$ cat src/hw/rtl/pli_pkg.sv
// ----------------------------------------------------------------------------
// pli_pkg - shared types and constants of the pilot linear interpolator
// widths, register codes, the front-to-back command and the reciprocal table
// ----------------------------------------------------------------------------
`default_nettype none

package pli_pkg;

  localparam int SAMPLE_WIDTH = 16;
  localparam int MAX_STRIDE   = 16;
  localparam int MAX_TAIL     = 31;

  // configuration register widths
  localparam int LEAD_W       = 4;
  localparam int STRIDE_CFG_W = 5;
  localparam int TAIL_CFG_W   = 5;
  localparam int CFG_DATA_W   = 5;
  localparam int CFG_IDX_W    = 2;

  localparam logic [LEAD_W-1:0]       LEAD_RESET   = LEAD_W'(0);
  localparam logic [STRIDE_CFG_W-1:0] STRIDE_RESET = STRIDE_CFG_W'(2);
  localparam logic [TAIL_CFG_W-1:0]   TAIL_RESET   = TAIL_CFG_W'(0);

  // derived widths
  localparam int STRIDE_W    = $clog2(MAX_STRIDE + 1);
  localparam int TAIL_W      = $clog2(MAX_TAIL + 1);
  localparam int MAG_W       = SAMPLE_WIDTH;
  localparam int DIFF_W      = SAMPLE_WIDTH + 1;
  localparam int REM_W       = STRIDE_W + 1;
  localparam int CNT_A_W     = (TAIL_W > STRIDE_W) ? TAIL_W : STRIDE_W;
  localparam int CNT_W       = (CNT_A_W > LEAD_W) ? CNT_A_W : LEAD_W;
  localparam int RECIP_SHIFT = SAMPLE_WIDTH + $clog2(MAX_STRIDE);
  localparam int RECIP_W     = RECIP_SHIFT + 1;
  localparam int PROD_W      = MAG_W + RECIP_W;

  localparam int QUEUE_DEPTH = 4;
  localparam int QPTR_W      = $clog2(QUEUE_DEPTH);

  typedef enum logic [CFG_IDX_W-1:0] {
    REG_LEAD_OFFSET  = 2'd0,
    REG_PILOT_STRIDE = 2'd1,
    REG_TAIL_COUNT   = 2'd2
  } cfg_reg_t;

  typedef logic signed [SAMPLE_WIDTH-1:0] sample_t;
  typedef logic [MAG_W-1:0]               mag_t;
  typedef logic [STRIDE_W-1:0]            stride_t;
  typedef logic [TAIL_W-1:0]              tail_t;
  typedef logic [LEAD_W-1:0]              lead_t;

  // one classified item, handed from the front to the back
  typedef struct packed {
    logic    first;
    logic    is_final;
    sample_t cur_re;
    sample_t cur_im;
    sample_t prev_re;
    sample_t prev_im;
    logic    neg_re;
    logic    neg_im;
    mag_t    qd_re;
    mag_t    qd_im;
    stride_t rd_re;
    stride_t rd_im;
    stride_t stride;
    lead_t   lead;
    tail_t   tail;
  } cmd_t;

  typedef logic [MAX_STRIDE:0][RECIP_W-1:0] recip_tab_t;

  // ceil(2^RECIP_SHIFT / s) by shift-subtract, evaluated at elaboration
  function automatic recip_tab_t build_recip();
    recip_tab_t tab;
    longint     num;
    longint     rem;
    longint     q;
    tab = '0;
    for (int s = 1; s <= MAX_STRIDE; s++) begin
      num = (longint'(1) << RECIP_SHIFT) + longint'(s) - 1;
      rem = 0;
      q   = 0;
      for (int i = RECIP_W; i >= 0; i--) begin
        rem = (rem << 1) | ((num >> i) & 1);
        q   = q << 1;
        if (rem >= longint'(s)) begin
          rem = rem - longint'(s);
          q   = q | 1;
        end
      end
      tab[s] = RECIP_W'(q);
    end
    return tab;
  endfunction

  localparam recip_tab_t RECIP_TAB = build_recip();

endpackage

`default_nettype wire

$ cat src/hw/rtl/pilot_linear_interpolator_top.sv
// ----------------------------------------------------------------------------
// pilot_linear_interpolator_top - linear interpolation up-sampler, edge hold
// path: front stages a and b, the queue, the back's command and output registers
// results: lead_offset+1 copies for a first item, stride steps for a later one,
//   plus tail_count copies after a final item; the result sequencer emits one
//   result per cycle while popped and loads each item only once idle
// reset: rst_n synchronous, restores lead_offset=0, pilot_stride=2,
//   tail_count=0, clears the previous sample and starts a new block
// ----------------------------------------------------------------------------
`default_nettype none

module pilot_linear_interpolator_top import pli_pkg::*; (
  input  wire logic                  clk,
  input  wire logic                  rst_n,
  // input item channel
  input  wire logic                  in_push,
  input  wire sample_t               in_sample_re,
  input  wire sample_t               in_sample_im,
  input  wire logic                  in_final_sample,
  output logic                       in_full,
  // result channel
  output logic                       out_empty,
  input  wire logic                  out_pop,
  output sample_t                    out_re,
  output sample_t                    out_im,
  output logic                       out_run_last,
  output logic                       out_block_end,
  // configuration write channel
  input  wire logic                  cfg_valid,
  output logic                       cfg_ready,
  input  wire logic [CFG_IDX_W-1:0]  cfg_index,
  input  wire logic [CFG_DATA_W-1:0] cfg_data
);

  // front to queue
  logic q_wr;
  cmd_t q_wr_data;
  logic q_full;
  // queue to back
  logic q_rd;
  cmd_t q_rd_data;
  logic q_empty;

  // front: config registers, previous sample, first-of-block flag; a two
  // stage pipe takes the difference to the previous sample, multiplies its
  // magnitude by the stride reciprocal and splits it into quotient and
  // remainder so that the back never divides
  pli_front u_front (
    .clk             (clk),
    .rst_n           (rst_n),
    .in_push         (in_push),
    .in_sample_re    (in_sample_re),
    .in_sample_im    (in_sample_im),
    .in_final_sample (in_final_sample),
    .in_full         (in_full),
    .cfg_valid       (cfg_valid),
    .cfg_index       (cfg_index),
    .cfg_data        (cfg_data),
    .cfg_ready       (cfg_ready),
    .q_wr            (q_wr),
    .q_wr_data       (q_wr_data),
    .q_full          (q_full)
  );

  // short queue lets the front keep taking items while the back is busy
  pli_cmd_queue u_queue (
    .clk     (clk),
    .rst_n   (rst_n),
    .wr_en   (q_wr),
    .wr_data (q_wr_data),
    .full    (q_full),
    .rd_en   (q_rd),
    .rd_data (q_rd_data),
    .empty   (q_empty)
  );

  // back: walks each item out as lead copies or interpolated steps, then the
  // tail copies of a final item; the step accumulator adds quotient and
  // remainder, so rounding to nearest comes out without a divider
  pli_back u_back (
    .clk           (clk),
    .rst_n         (rst_n),
    .q_rd_data     (q_rd_data),
    .q_empty       (q_empty),
    .q_rd          (q_rd),
    .out_empty     (out_empty),
    .out_pop       (out_pop),
    .out_re        (out_re),
    .out_im        (out_im),
    .out_run_last  (out_run_last),
    .out_block_end (out_block_end)
  );

endmodule

`default_nettype wire

$ cat src/hw/rtl/pli_front.sv
// ----------------------------------------------------------------------------
// pli_front - input side of the pilot linear interpolator
// holds config and previous sample, splits each step into quotient/remainder
// ----------------------------------------------------------------------------
`default_nettype none

module pli_front import pli_pkg::*; (
  input  wire logic                  clk,
  input  wire logic                  rst_n,
  input  wire logic                  in_push,
  input  wire sample_t               in_sample_re,
  input  wire sample_t               in_sample_im,
  input  wire logic                  in_final_sample,
  output logic                       in_full,
  input  wire logic                  cfg_valid,
  input  wire logic [CFG_IDX_W-1:0]  cfg_index,
  input  wire logic [CFG_DATA_W-1:0] cfg_data,
  output logic                       cfg_ready,
  output logic                       q_wr,
  output cmd_t                       q_wr_data,
  input  wire logic                  q_full
);

  localparam int RDP_W = MAG_W + STRIDE_W;

  logic [LEAD_W-1:0]       lead_r;
  logic [STRIDE_CFG_W-1:0] stride_cfg_r;
  logic [TAIL_CFG_W-1:0]   tail_cfg_r;
  sample_t                 prev_re_r, prev_im_r;
  logic                    awaiting_r;

  logic                    a_v_r, b_v_r;
  cmd_t                    a_cmd_r, b_cmd_r;
  mag_t                    a_mag_re_r, a_mag_im_r, b_mag_re_r, b_mag_im_r;
  logic [PROD_W-1:0]       b_prod_re_r, b_prod_im_r;

  logic                    accept, a_adv, b_adv;
  logic signed [DIFF_W-1:0] diff_re, diff_im;
  stride_t                 stride_eff;
  tail_t                   tail_eff;
  cmd_t                    a_cmd_nxt;
  mag_t                    qd_re, qd_im;
  logic [RDP_W-1:0]        rdp_re, rdp_im;

  assign cfg_ready = 1'b1;

  // stage handshake: a stage moves when it is empty or the stage after it can drain
  assign b_adv   = !b_v_r || !q_full;
  assign a_adv   = !a_v_r || b_adv;
  assign in_full = !a_adv;
  assign accept  = in_push && a_adv;

  always_comb begin
    if (stride_cfg_r == '0) begin
      stride_eff = STRIDE_W'(1);
    end else if (int'(stride_cfg_r) > MAX_STRIDE) begin
      stride_eff = STRIDE_W'(MAX_STRIDE);
    end else begin
      stride_eff = STRIDE_W'(stride_cfg_r);
    end
    if (int'(tail_cfg_r) > MAX_TAIL) begin
      tail_eff = TAIL_W'(MAX_TAIL);
    end else begin
      tail_eff = TAIL_W'(tail_cfg_r);
    end
  end

  assign diff_re = DIFF_W'(in_sample_re) - DIFF_W'(prev_re_r);
  assign diff_im = DIFF_W'(in_sample_im) - DIFF_W'(prev_im_r);

  always_comb begin
    a_cmd_nxt          = '0;
    a_cmd_nxt.first    = awaiting_r;
    a_cmd_nxt.is_final = in_final_sample;
    a_cmd_nxt.cur_re   = in_sample_re;
    a_cmd_nxt.cur_im   = in_sample_im;
    a_cmd_nxt.prev_re  = prev_re_r;
    a_cmd_nxt.prev_im  = prev_im_r;
    a_cmd_nxt.neg_re   = diff_re[DIFF_W-1];
    a_cmd_nxt.neg_im   = diff_im[DIFF_W-1];
    a_cmd_nxt.stride   = stride_eff;
    a_cmd_nxt.lead     = lead_r;
    a_cmd_nxt.tail     = tail_eff;
  end

  // quotient from the registered product, remainder by one narrow multiply
  assign qd_re  = b_prod_re_r[RECIP_SHIFT +: MAG_W];
  assign qd_im  = b_prod_im_r[RECIP_SHIFT +: MAG_W];
  assign rdp_re = RDP_W'(b_mag_re_r) - RDP_W'(qd_re) * RDP_W'(b_cmd_r.stride);
  assign rdp_im = RDP_W'(b_mag_im_r) - RDP_W'(qd_im) * RDP_W'(b_cmd_r.stride);

  always_comb begin
    q_wr_data       = b_cmd_r;
    q_wr_data.qd_re = qd_re;
    q_wr_data.qd_im = qd_im;
    q_wr_data.rd_re = rdp_re[STRIDE_W-1:0];
    q_wr_data.rd_im = rdp_im[STRIDE_W-1:0];
  end
  assign q_wr = b_v_r && !q_full;

  always_ff @(posedge clk) begin
    if (!rst_n) begin
      lead_r       <= LEAD_RESET;
      stride_cfg_r <= STRIDE_RESET;
      tail_cfg_r   <= TAIL_RESET;
      prev_re_r    <= '0;
      prev_im_r    <= '0;
      awaiting_r   <= 1'b1;
      a_v_r        <= 1'b0;
      b_v_r        <= 1'b0;
    end else begin
      if (cfg_valid) begin
        case (cfg_index)
          REG_LEAD_OFFSET:  lead_r       <= cfg_data[LEAD_W-1:0];
          REG_PILOT_STRIDE: stride_cfg_r <= cfg_data[STRIDE_CFG_W-1:0];
          REG_TAIL_COUNT:   tail_cfg_r   <= cfg_data[TAIL_CFG_W-1:0];
          default: ;
        endcase
      end
      if (accept) begin
        prev_re_r  <= in_sample_re;
        prev_im_r  <= in_sample_im;
        awaiting_r <= in_final_sample;
      end
      if (a_adv) begin
        a_v_r <= in_push;
      end
      if (b_adv) begin
        b_v_r <= a_v_r;
      end
    end
  end

  // payload stages
  always_ff @(posedge clk) begin
    if (a_adv) begin
      a_cmd_r    <= a_cmd_nxt;
      a_mag_re_r <= diff_re[DIFF_W-1] ? MAG_W'(-diff_re) : MAG_W'(diff_re);
      a_mag_im_r <= diff_im[DIFF_W-1] ? MAG_W'(-diff_im) : MAG_W'(diff_im);
    end
    if (b_adv) begin
      b_cmd_r     <= a_cmd_r;
      b_mag_re_r  <= a_mag_re_r;
      b_mag_im_r  <= a_mag_im_r;
      b_prod_re_r <= PROD_W'(a_mag_re_r) * PROD_W'(RECIP_TAB[a_cmd_r.stride]);
      b_prod_im_r <= PROD_W'(a_mag_im_r) * PROD_W'(RECIP_TAB[a_cmd_r.stride]);
    end
  end

`ifndef NO_ASSERTIONS
  // reciprocal split must be exact: remainder below the stride
  a_rem_exact: assert property (@(posedge clk) disable iff (!rst_n)
    q_wr |-> (q_wr_data.rd_re < q_wr_data.stride) && (q_wr_data.rd_im < q_wr_data.stride))
    else $error("front remainder not below stride");
  // an item marked final makes the next one start a new block
  a_block_restart: assert property (@(posedge clk) disable iff (!rst_n)
    (accept && in_final_sample) |=> awaiting_r)
    else $error("block restart flag not set after final item");
`endif

endmodule

`default_nettype wire

$ cat src/hw/rtl/pli_cmd_queue.sv
// ----------------------------------------------------------------------------
// pli_cmd_queue - short command queue between front and back
// four entries (QUEUE_DEPTH) of cmd_t with read and write pointers and a fill count
// ----------------------------------------------------------------------------
`default_nettype none

module pli_cmd_queue import pli_pkg::*; (
  input  wire logic clk,
  input  wire logic rst_n,
  input  wire logic wr_en,
  input  wire cmd_t wr_data,
  output logic      full,
  input  wire logic rd_en,
  output cmd_t      rd_data,
  output logic      empty
);

  cmd_t              entry_r [QUEUE_DEPTH];
  logic [QPTR_W-1:0] wr_ptr_r, rd_ptr_r;
  logic [QPTR_W:0]   count_r;
  logic              do_wr, do_rd;

  assign full    = count_r == (QPTR_W + 1)'(QUEUE_DEPTH);
  assign empty   = count_r == '0;
  assign do_wr   = wr_en && !full;
  assign do_rd   = rd_en && !empty;
  assign rd_data = entry_r[rd_ptr_r];

  always_ff @(posedge clk) begin
    if (!rst_n) begin
      wr_ptr_r <= '0;
      rd_ptr_r <= '0;
      count_r  <= '0;
    end else begin
      if (do_wr) begin
        wr_ptr_r <= wr_ptr_r + QPTR_W'(1);
      end
      if (do_rd) begin
        rd_ptr_r <= rd_ptr_r + QPTR_W'(1);
      end
      if (do_wr && !do_rd) begin
        count_r <= count_r + (QPTR_W + 1)'(1);
      end else if (do_rd && !do_wr) begin
        count_r <= count_r - (QPTR_W + 1)'(1);
      end
    end
  end

  always_ff @(posedge clk) begin
    if (do_wr) begin
      entry_r[wr_ptr_r] <= wr_data;
    end
  end

`ifndef NO_ASSERTIONS
  a_count_range: assert property (@(posedge clk) disable iff (!rst_n)
    count_r <= (QPTR_W + 1)'(QUEUE_DEPTH))
    else $error("queue count out of range");
  a_ptr_track: assert property (@(posedge clk) disable iff (!rst_n)
    (count_r != (QPTR_W + 1)'(QUEUE_DEPTH)) |-> (QPTR_W'(rd_ptr_r + count_r[QPTR_W-1:0]) == wr_ptr_r))
    else $error("queue pointers disagree with count");
`endif

endmodule

`default_nettype wire

$ cat src/hw/rtl/pli_back.sv
// ----------------------------------------------------------------------------
// pli_back - result sequencer of the pilot linear interpolator
// emits lead copies, interpolated steps and tail copies, one per cycle while popped, idle to load each item
// ----------------------------------------------------------------------------
`default_nettype none

module pli_back import pli_pkg::*; (
  input  wire logic clk,
  input  wire logic rst_n,
  input  wire cmd_t q_rd_data,
  input  wire logic q_empty,
  output logic      q_rd,
  output logic      out_empty,
  input  wire logic out_pop,
  output sample_t   out_re,
  output sample_t   out_im,
  output logic      out_run_last,
  output logic      out_block_end
);

  typedef enum logic [2:0] {
    PH_IDLE = 3'b001,
    PH_MAIN = 3'b010,
    PH_TAIL = 3'b100
  } phase_t;

  phase_t              phase_r, phase_nxt;
  cmd_t                cmd_r;
  logic [CNT_W-1:0]    cnt_r, cnt_nxt, main_end_r;
  mag_t                acc_re_r, acc_im_r, acc_re_nxt, acc_im_nxt;
  stride_t             rem_re_r, rem_im_r, rem_re_nxt, rem_im_nxt;
  logic                out_v_r;
  sample_t             out_re_r, out_im_r;
  logic                out_run_last_r, out_block_end_r;

  logic                adv, emit, main_last, tail_last, has_tail, run_last;
  logic [REM_W-1:0]    rsum_re, rsum_im;
  logic                wrap_re, wrap_im;
  logic signed [DIFF_W-1:0] ival_re, ival_im;
  sample_t             val_re, val_im;

  assign adv       = !out_v_r || out_pop;
  assign emit      = (phase_r != PH_IDLE) && adv;
  assign q_rd      = (phase_r == PH_IDLE) && !q_empty;
  assign has_tail  = cmd_r.is_final && (cmd_r.tail != '0);
  assign main_last = cnt_r == main_end_r;
  assign tail_last = cnt_r == CNT_W'(cmd_r.tail - TAIL_W'(1));

  // next step: remainder wraps at most once per step
  assign rsum_re    = REM_W'(rem_re_r) + REM_W'(cmd_r.rd_re);
  assign rsum_im    = REM_W'(rem_im_r) + REM_W'(cmd_r.rd_im);
  assign wrap_re    = rsum_re >= REM_W'(cmd_r.stride);
  assign wrap_im    = rsum_im >= REM_W'(cmd_r.stride);
  assign rem_re_nxt = wrap_re ? STRIDE_W'(rsum_re - REM_W'(cmd_r.stride)) : STRIDE_W'(rsum_re);
  assign rem_im_nxt = wrap_im ? STRIDE_W'(rsum_im - REM_W'(cmd_r.stride)) : STRIDE_W'(rsum_im);
  assign acc_re_nxt = acc_re_r + cmd_r.qd_re + MAG_W'(wrap_re);
  assign acc_im_nxt = acc_im_r + cmd_r.qd_im + MAG_W'(wrap_im);

  assign ival_re = cmd_r.neg_re ? DIFF_W'(cmd_r.prev_re) - $signed({1'b0, acc_re_nxt})
                                : DIFF_W'(cmd_r.prev_re) + $signed({1'b0, acc_re_nxt});
  assign ival_im = cmd_r.neg_im ? DIFF_W'(cmd_r.prev_im) - $signed({1'b0, acc_im_nxt})
                                : DIFF_W'(cmd_r.prev_im) + $signed({1'b0, acc_im_nxt});

  always_comb begin
    if (phase_r == PH_MAIN && !cmd_r.first) begin
      val_re = ival_re[SAMPLE_WIDTH-1:0];
      val_im = ival_im[SAMPLE_WIDTH-1:0];
    end else begin
      val_re = cmd_r.cur_re;
      val_im = cmd_r.cur_im;
    end
    if (phase_r == PH_TAIL) begin
      run_last = tail_last;
    end else begin
      run_last = main_last && !has_tail;
    end
  end

  always_comb begin
    phase_nxt = phase_r;
    cnt_nxt   = cnt_r;
    case (phase_r)
      PH_IDLE: begin
        if (!q_empty) begin
          phase_nxt = PH_MAIN;
          cnt_nxt   = '0;
        end
      end
      PH_MAIN: begin
        if (adv) begin
          cnt_nxt = cnt_r + CNT_W'(1);
          if (main_last) begin
            cnt_nxt   = '0;
            phase_nxt = has_tail ? PH_TAIL : PH_IDLE;
          end
        end
      end
      PH_TAIL: begin
        if (adv) begin
          cnt_nxt = cnt_r + CNT_W'(1);
          if (tail_last) begin
            phase_nxt = PH_IDLE;
          end
        end
      end
      default: begin
        phase_nxt = PH_IDLE;
      end
    endcase
  end

  always_ff @(posedge clk) begin
    if (!rst_n) begin
      phase_r <= PH_IDLE;
      cnt_r   <= '0;
      out_v_r <= 1'b0;
    end else begin
      phase_r <= phase_nxt;
      cnt_r   <= cnt_nxt;
      if (emit) begin
        out_v_r <= 1'b1;
      end else if (out_pop) begin
        out_v_r <= 1'b0;
      end
    end
  end

  always_ff @(posedge clk) begin
    if (q_rd) begin
      cmd_r      <= q_rd_data;
      main_end_r <= q_rd_data.first ? CNT_W'(q_rd_data.lead)
                                    : CNT_W'(q_rd_data.stride - STRIDE_W'(1));
      acc_re_r   <= '0;
      acc_im_r   <= '0;
      rem_re_r   <= q_rd_data.stride >> 1;
      rem_im_r   <= q_rd_data.stride >> 1;
    end else if (emit && phase_r == PH_MAIN) begin
      acc_re_r <= acc_re_nxt;
      acc_im_r <= acc_im_nxt;
      rem_re_r <= rem_re_nxt;
      rem_im_r <= rem_im_nxt;
    end
    if (emit) begin
      out_re_r        <= val_re;
      out_im_r        <= val_im;
      out_run_last_r  <= run_last;
      out_block_end_r <= run_last && cmd_r.is_final;
    end
  end

  assign out_empty     = !out_v_r;
  assign out_re        = out_re_r;
  assign out_im        = out_im_r;
  assign out_run_last  = out_run_last_r;
  assign out_block_end = out_block_end_r;

`ifndef NO_ASSERTIONS
  a_tail_final: assert property (@(posedge clk) disable iff (!rst_n)
    (phase_r == PH_TAIL) |-> cmd_r.is_final)
    else $error("tail phase on an item not marked final");
  a_rem_range: assert property (@(posedge clk) disable iff (!rst_n)
    (phase_r == PH_MAIN && !cmd_r.first) |-> (rem_re_r < cmd_r.stride && rem_im_r < cmd_r.stride))
    else $error("interpolation remainder out of range");
  a_lands_on_sample: assert property (@(posedge clk) disable iff (!rst_n)
    (emit && phase_r == PH_MAIN && !cmd_r.first && main_last)
      |-> (val_re == cmd_r.cur_re && val_im == cmd_r.cur_im))
    else $error("last interpolated step differs from the sample");
`endif

endmodule

`default_nettype wire

$ cat config.mk
export PLATFORM = sky130hd
export DESIGN_NAME = pilot_linear_interpolator_top
export DESIGN_NICKNAME = d
export VERILOG_FILES = /design/src/hw/rtl/pli_pkg.sv /design/src/hw/rtl/pilot_linear_interpolator_top.sv /design/src/hw/rtl/pli_front.sv /design/src/hw/rtl/pli_cmd_queue.sv /design/src/hw/rtl/pli_back.sv
export SDC_FILE = /design/constraint.sdc
export NUM_CORES = 2
export LEC_CHECK = 0
export BUFFER_PORTS_ARGS = -buffer_cell sky130_fd_sc_hd__buf_4
export CAP_MARGIN = 20
export CORE_MARGIN = 2
export CORE_UTILIZATION = 47
export CTS_CLUSTER_SIZE = 20
export DETAILED_ROUTE_END_ITERATION = 10
export SYNTH_ARGS = -nofsm -noshare
export SYNTH_HDL_FRONTEND = slang
export SYNTH_HIERARCHICAL = 1
export SYNTH_SLANG_ARGS = --single-unit
$ cat constraint.sdc
create_clock -name clk -period 9.2 [get_ports clk]
set_input_delay 2.3 -clock clk [delete_from_list [all_inputs] [get_ports clk]]
set_output_delay 2.3 -clock clk [all_outputs]
set_load 0.03 [all_outputs]
==> reports/metrics.csv <==
stage,metric,value,unit
outcome,status,"complete, no violations",
placement,dp_hpwl,100,mm
setup_path,reg2reg_depth,26,
final_layout,nFillCells,11400,
logic_synthesis,synth_top_area_share,42.9,%
floorplan,die_h,370,um
final_layout,multi_input_area,30600,sq um
logic_synthesis,yosys.area_share.simple,9.97,%
setup_path,critPathRequiredTime,9.69,ns
logic_synthesis,synth_edf_count,901,
timing,rsz0062_at_grt,no,
setup_path,crit_arrival,8.71,ns
setup_path,startpoint_type,flip-flop,
logic_synthesis,synth_area,63000,sq um
timing,setup_viol,0,
timing,hold_violations,0,
logic_synthesis,synth_flop_cell,edfxtp_1,
clock_tree,clock_sinks,1002,
clock_tree,cts.hold.buffers_added,0,
final_layout,fin_area,69400,sq um
final_layout,regArea,29100,sq um
timing,period_needed,8.22,ns
logic_synthesis,synth_area_leaders,"edfxtp_1, fa_1, ha_1",
clock_tree,numCtsBuffers,103,
logic_synthesis,postSynthAreaPerCell,12.5,sq um
final_layout,mostFrequentLayoutCells,"edfxtp_1, inv_1, nand2_1, fa_1, ha_1",
logic_synthesis,synth_nets,6003,
clock_tree,ctsResizeCount,0,
timing,fin_worst_skew,0.0739,ns
timing,max_freq,0.122,GHz
logic_synthesis,syn_inst,5062,
flow_run,cap_violations,0,
route,via_per_inst,5.35,
logic_synthesis,synth_compound_area_share,5.95,%
timing,post-route-period-util,89.3,%
global_route,grt.overflow.total,0,
floorplan,start_util,47.3,%
logic_synthesis,synthMuxAreaShare,4.99,%
global_route,grt_start_max_net_pins,105,
floorplan,rows,134,
floorplan,coreArea,133000,sq um
timing,worstMarginPinSlew,1.15,ns
setup_path,cp_slowest_stage_delay,1.04,ns
logic_synthesis,ys_ff_latch,1002,
placement,gp_congestion,0.827,
logic_synthesis,ys_warn_count,6,
clock_tree,cts_tree,yes,
placement,place_inst,6787,
power,powerDensity,330,nW/um^2
clock_tree,insertion_delay,0.73,ns
clock_tree,post_cts.repair.setup_buffers,0,
global_route,antenna_found_initial,6,
power,max-vdd-ir-drop,0.233,mV
setup_path,cp_slowest_cell,edfxtp_1,
clock_tree,clk_pin_slew,0.06,ns
placement,portBuffers,80,
setup_path,timing.rr.start,u_front/a_cmd_r[12],
floorplan,die_x,370,um
worst_hold_path,hold_end,u_front/q_wr_data[57],
logic_synthesis,synth_top_family_by_area,adder cells,
final_layout,final_layout_size_suffix_gt1_share,10.3,%
route,drtIter0Drc,2472,
setup_path,reg2reg_slack,0.98,ns
logic_synthesis,postSynth.asyncResetShare,0,%
route,avgRoutedWirePerCell,20.6,um
logic_synthesis,synthAdderAreaFrac,24.3,%
logic_synthesis,synth_top_area_cell,edfxtp_1,
floorplan,die_area,137000,sq um
route,via_count,37300,
power,leakage,0.0283,uW
worst_hold_path,hold_depth,0,
logic_synthesis,seq_area_frac_synth,46.1,%
timing,finalSetupTns,0,ns
setup_path,worstPathMaxFanout,31,
placement,post_dp_cell_area,65800,sq um
setup_path,critPathCaptureType,flip-flop,
clock_tree,cts-htree-levels,3,
final_layout,area_growth_syn_to_layout,10.1,%
global_route,grt_pass1_vias,38600,
timing,slew_violations,0,
global_route,grt_pass1_wl,227,mm
logic_synthesis,synth_xor_area_share,3.02,%
setup_path,reg2reg_to,u_front/b_prod_im_r[35],
route,firstDrtPassIters,6,
route,ant_nets,0,
worst_hold_path,hold_start,u_front/a_cmd_r[57],
setup_path,path_common_cell,fa_1,
final_layout,antenna_cells,0,
route,drc_errors,0,
route,routed_wl,144,mm
final_layout,nets,6065,
floorplan,io_pins,82,
worst_hold_path,hold_class,reg2reg,
clock_tree,root_buffer,clkbuf_16,
clock_tree,cts.path.max_buffers,3,
power,totalPowerFinal,22900,uW
global_route,grt_usage,21.5,%
final_layout,layout_commonest_cell,edfxtp_1,
timing,slew-limit-headroom,23.3,%
setup_path,path_class,reg2reg,
final_layout,stdcell_count,6982,
logic_synthesis,yosysUniqueCellTypes,94,
## worst max-delay path: cells and delay by family (launching register included)
| family | cells | cell delay, ns |
|---|---|---|
| AO/OA/AOI/OAI | 10 | 2.56 |
| XOR/XNOR | 1 | 0.07 |
| adder cells (fa/ha/maj) | 7 | 3.32 |
| buffers and inverters | 5 | 0.49 |
| flip-flops | 1 | 1.04 |
| AND/OR/NAND/NOR | 3 | 0.49 |
## sequential cells by signal, summed over array words and instances, names as in the netlist, 82 cells and up, named ones only
signal and cells:
u_queue/entry_r 496, u_back/cmd_r 120, u_front/a_cmd_r 82, u_front/q_wr_data 82
## metrics by stage
step	hold WS, ns	utilization (%)	worst slack (ns)
detailed placement	0.405	49.4	0.913
finish	0.404	52.1	0.981
global placement	0.401	49.4	1.07
CTS	0.404	52.1	0.942
global route	0.421	52.1	0.375
floorplan	0.400	-	1.85
## layout make-up
cell class	instances	share of cell area [%]
sequential	1002	41.9
inverter	719	3.89
timing repair buffer	163	1.81
clock buffer	133	4.09
clock inverter	62	1.11
tap	1768	3.19
multi-input combinational	3135	44.0
## routing by layer
metal	routed length (um)	global-route usage, %	part of all wire [%]
met5	0	0	0
met4	2340	4.90	1.6
met3	7300	3.01	5.1
met2	68500	34.9	48
met1	66000	30.9	46
## synth_stat cells, types with 20 or more instances
library cell / n
clkbuf_1: 176
fa_1: 543
a21o_1: 60
xnor2_1: 144
dfxtp_1: 101
nand3_1: 36
xor2_1: 67
mux4_2: 125
o21a_1: 25
inv_1: 718
mux2i_1: 25
o21ai_0: 113
a211oi_1: 20
edfxtp_1: 901
nand2b_1: 23
a21boi_0: 37
a21oi_1: 140
nor2b_1: 42
nand2_1: 611
nor2_1: 133
and2_1: 323
nor3_1: 34
ha_1: 353
## cells by family (layout without fill, tap and decap cells)
family,after synthesis,count (layout)
flip-flops,1002,1002
adder cells (fa/ha/maj),896,896
AO/OA/AOI/OAI,566,566
other,1,1
buffers and inverters,925,1077
AND/OR/NAND/NOR,1301,1301
XOR/XNOR,214,214
multiplexers,157,157
## where the power goes
group          total (uW)  internal (uW)  switching, uW
Sequential           6860           6250            613
Clock                4350           2540           1800
Combinational       11700           4630           7050
## how the worst max path moves through the flow
stage                   startpoint                 endpoint  slack, ns  depth (start not counted)
2_1_floorplan  u_front/a_cmd_r[12]  u_front/b_prod_im_r[35]       1.85                         27
3_3_place_gp   u_front/a_cmd_r[12]  u_front/b_prod_im_r[35]       1.07                         26
3_5_place_dp   u_front/a_cmd_r[12]  u_front/b_prod_im_r[35]       0.91                         26
4_1_cts        u_front/a_cmd_r[12]  u_front/b_prod_im_r[35]       0.94                         26
5_1_grt        u_front/a_cmd_r[12]  u_front/b_prod_im_r[35]       0.37                         26
6_report       u_front/a_cmd_r[12]  u_front/b_prod_im_r[35]       0.98                         26
Power figures use the tool's default switching activity.
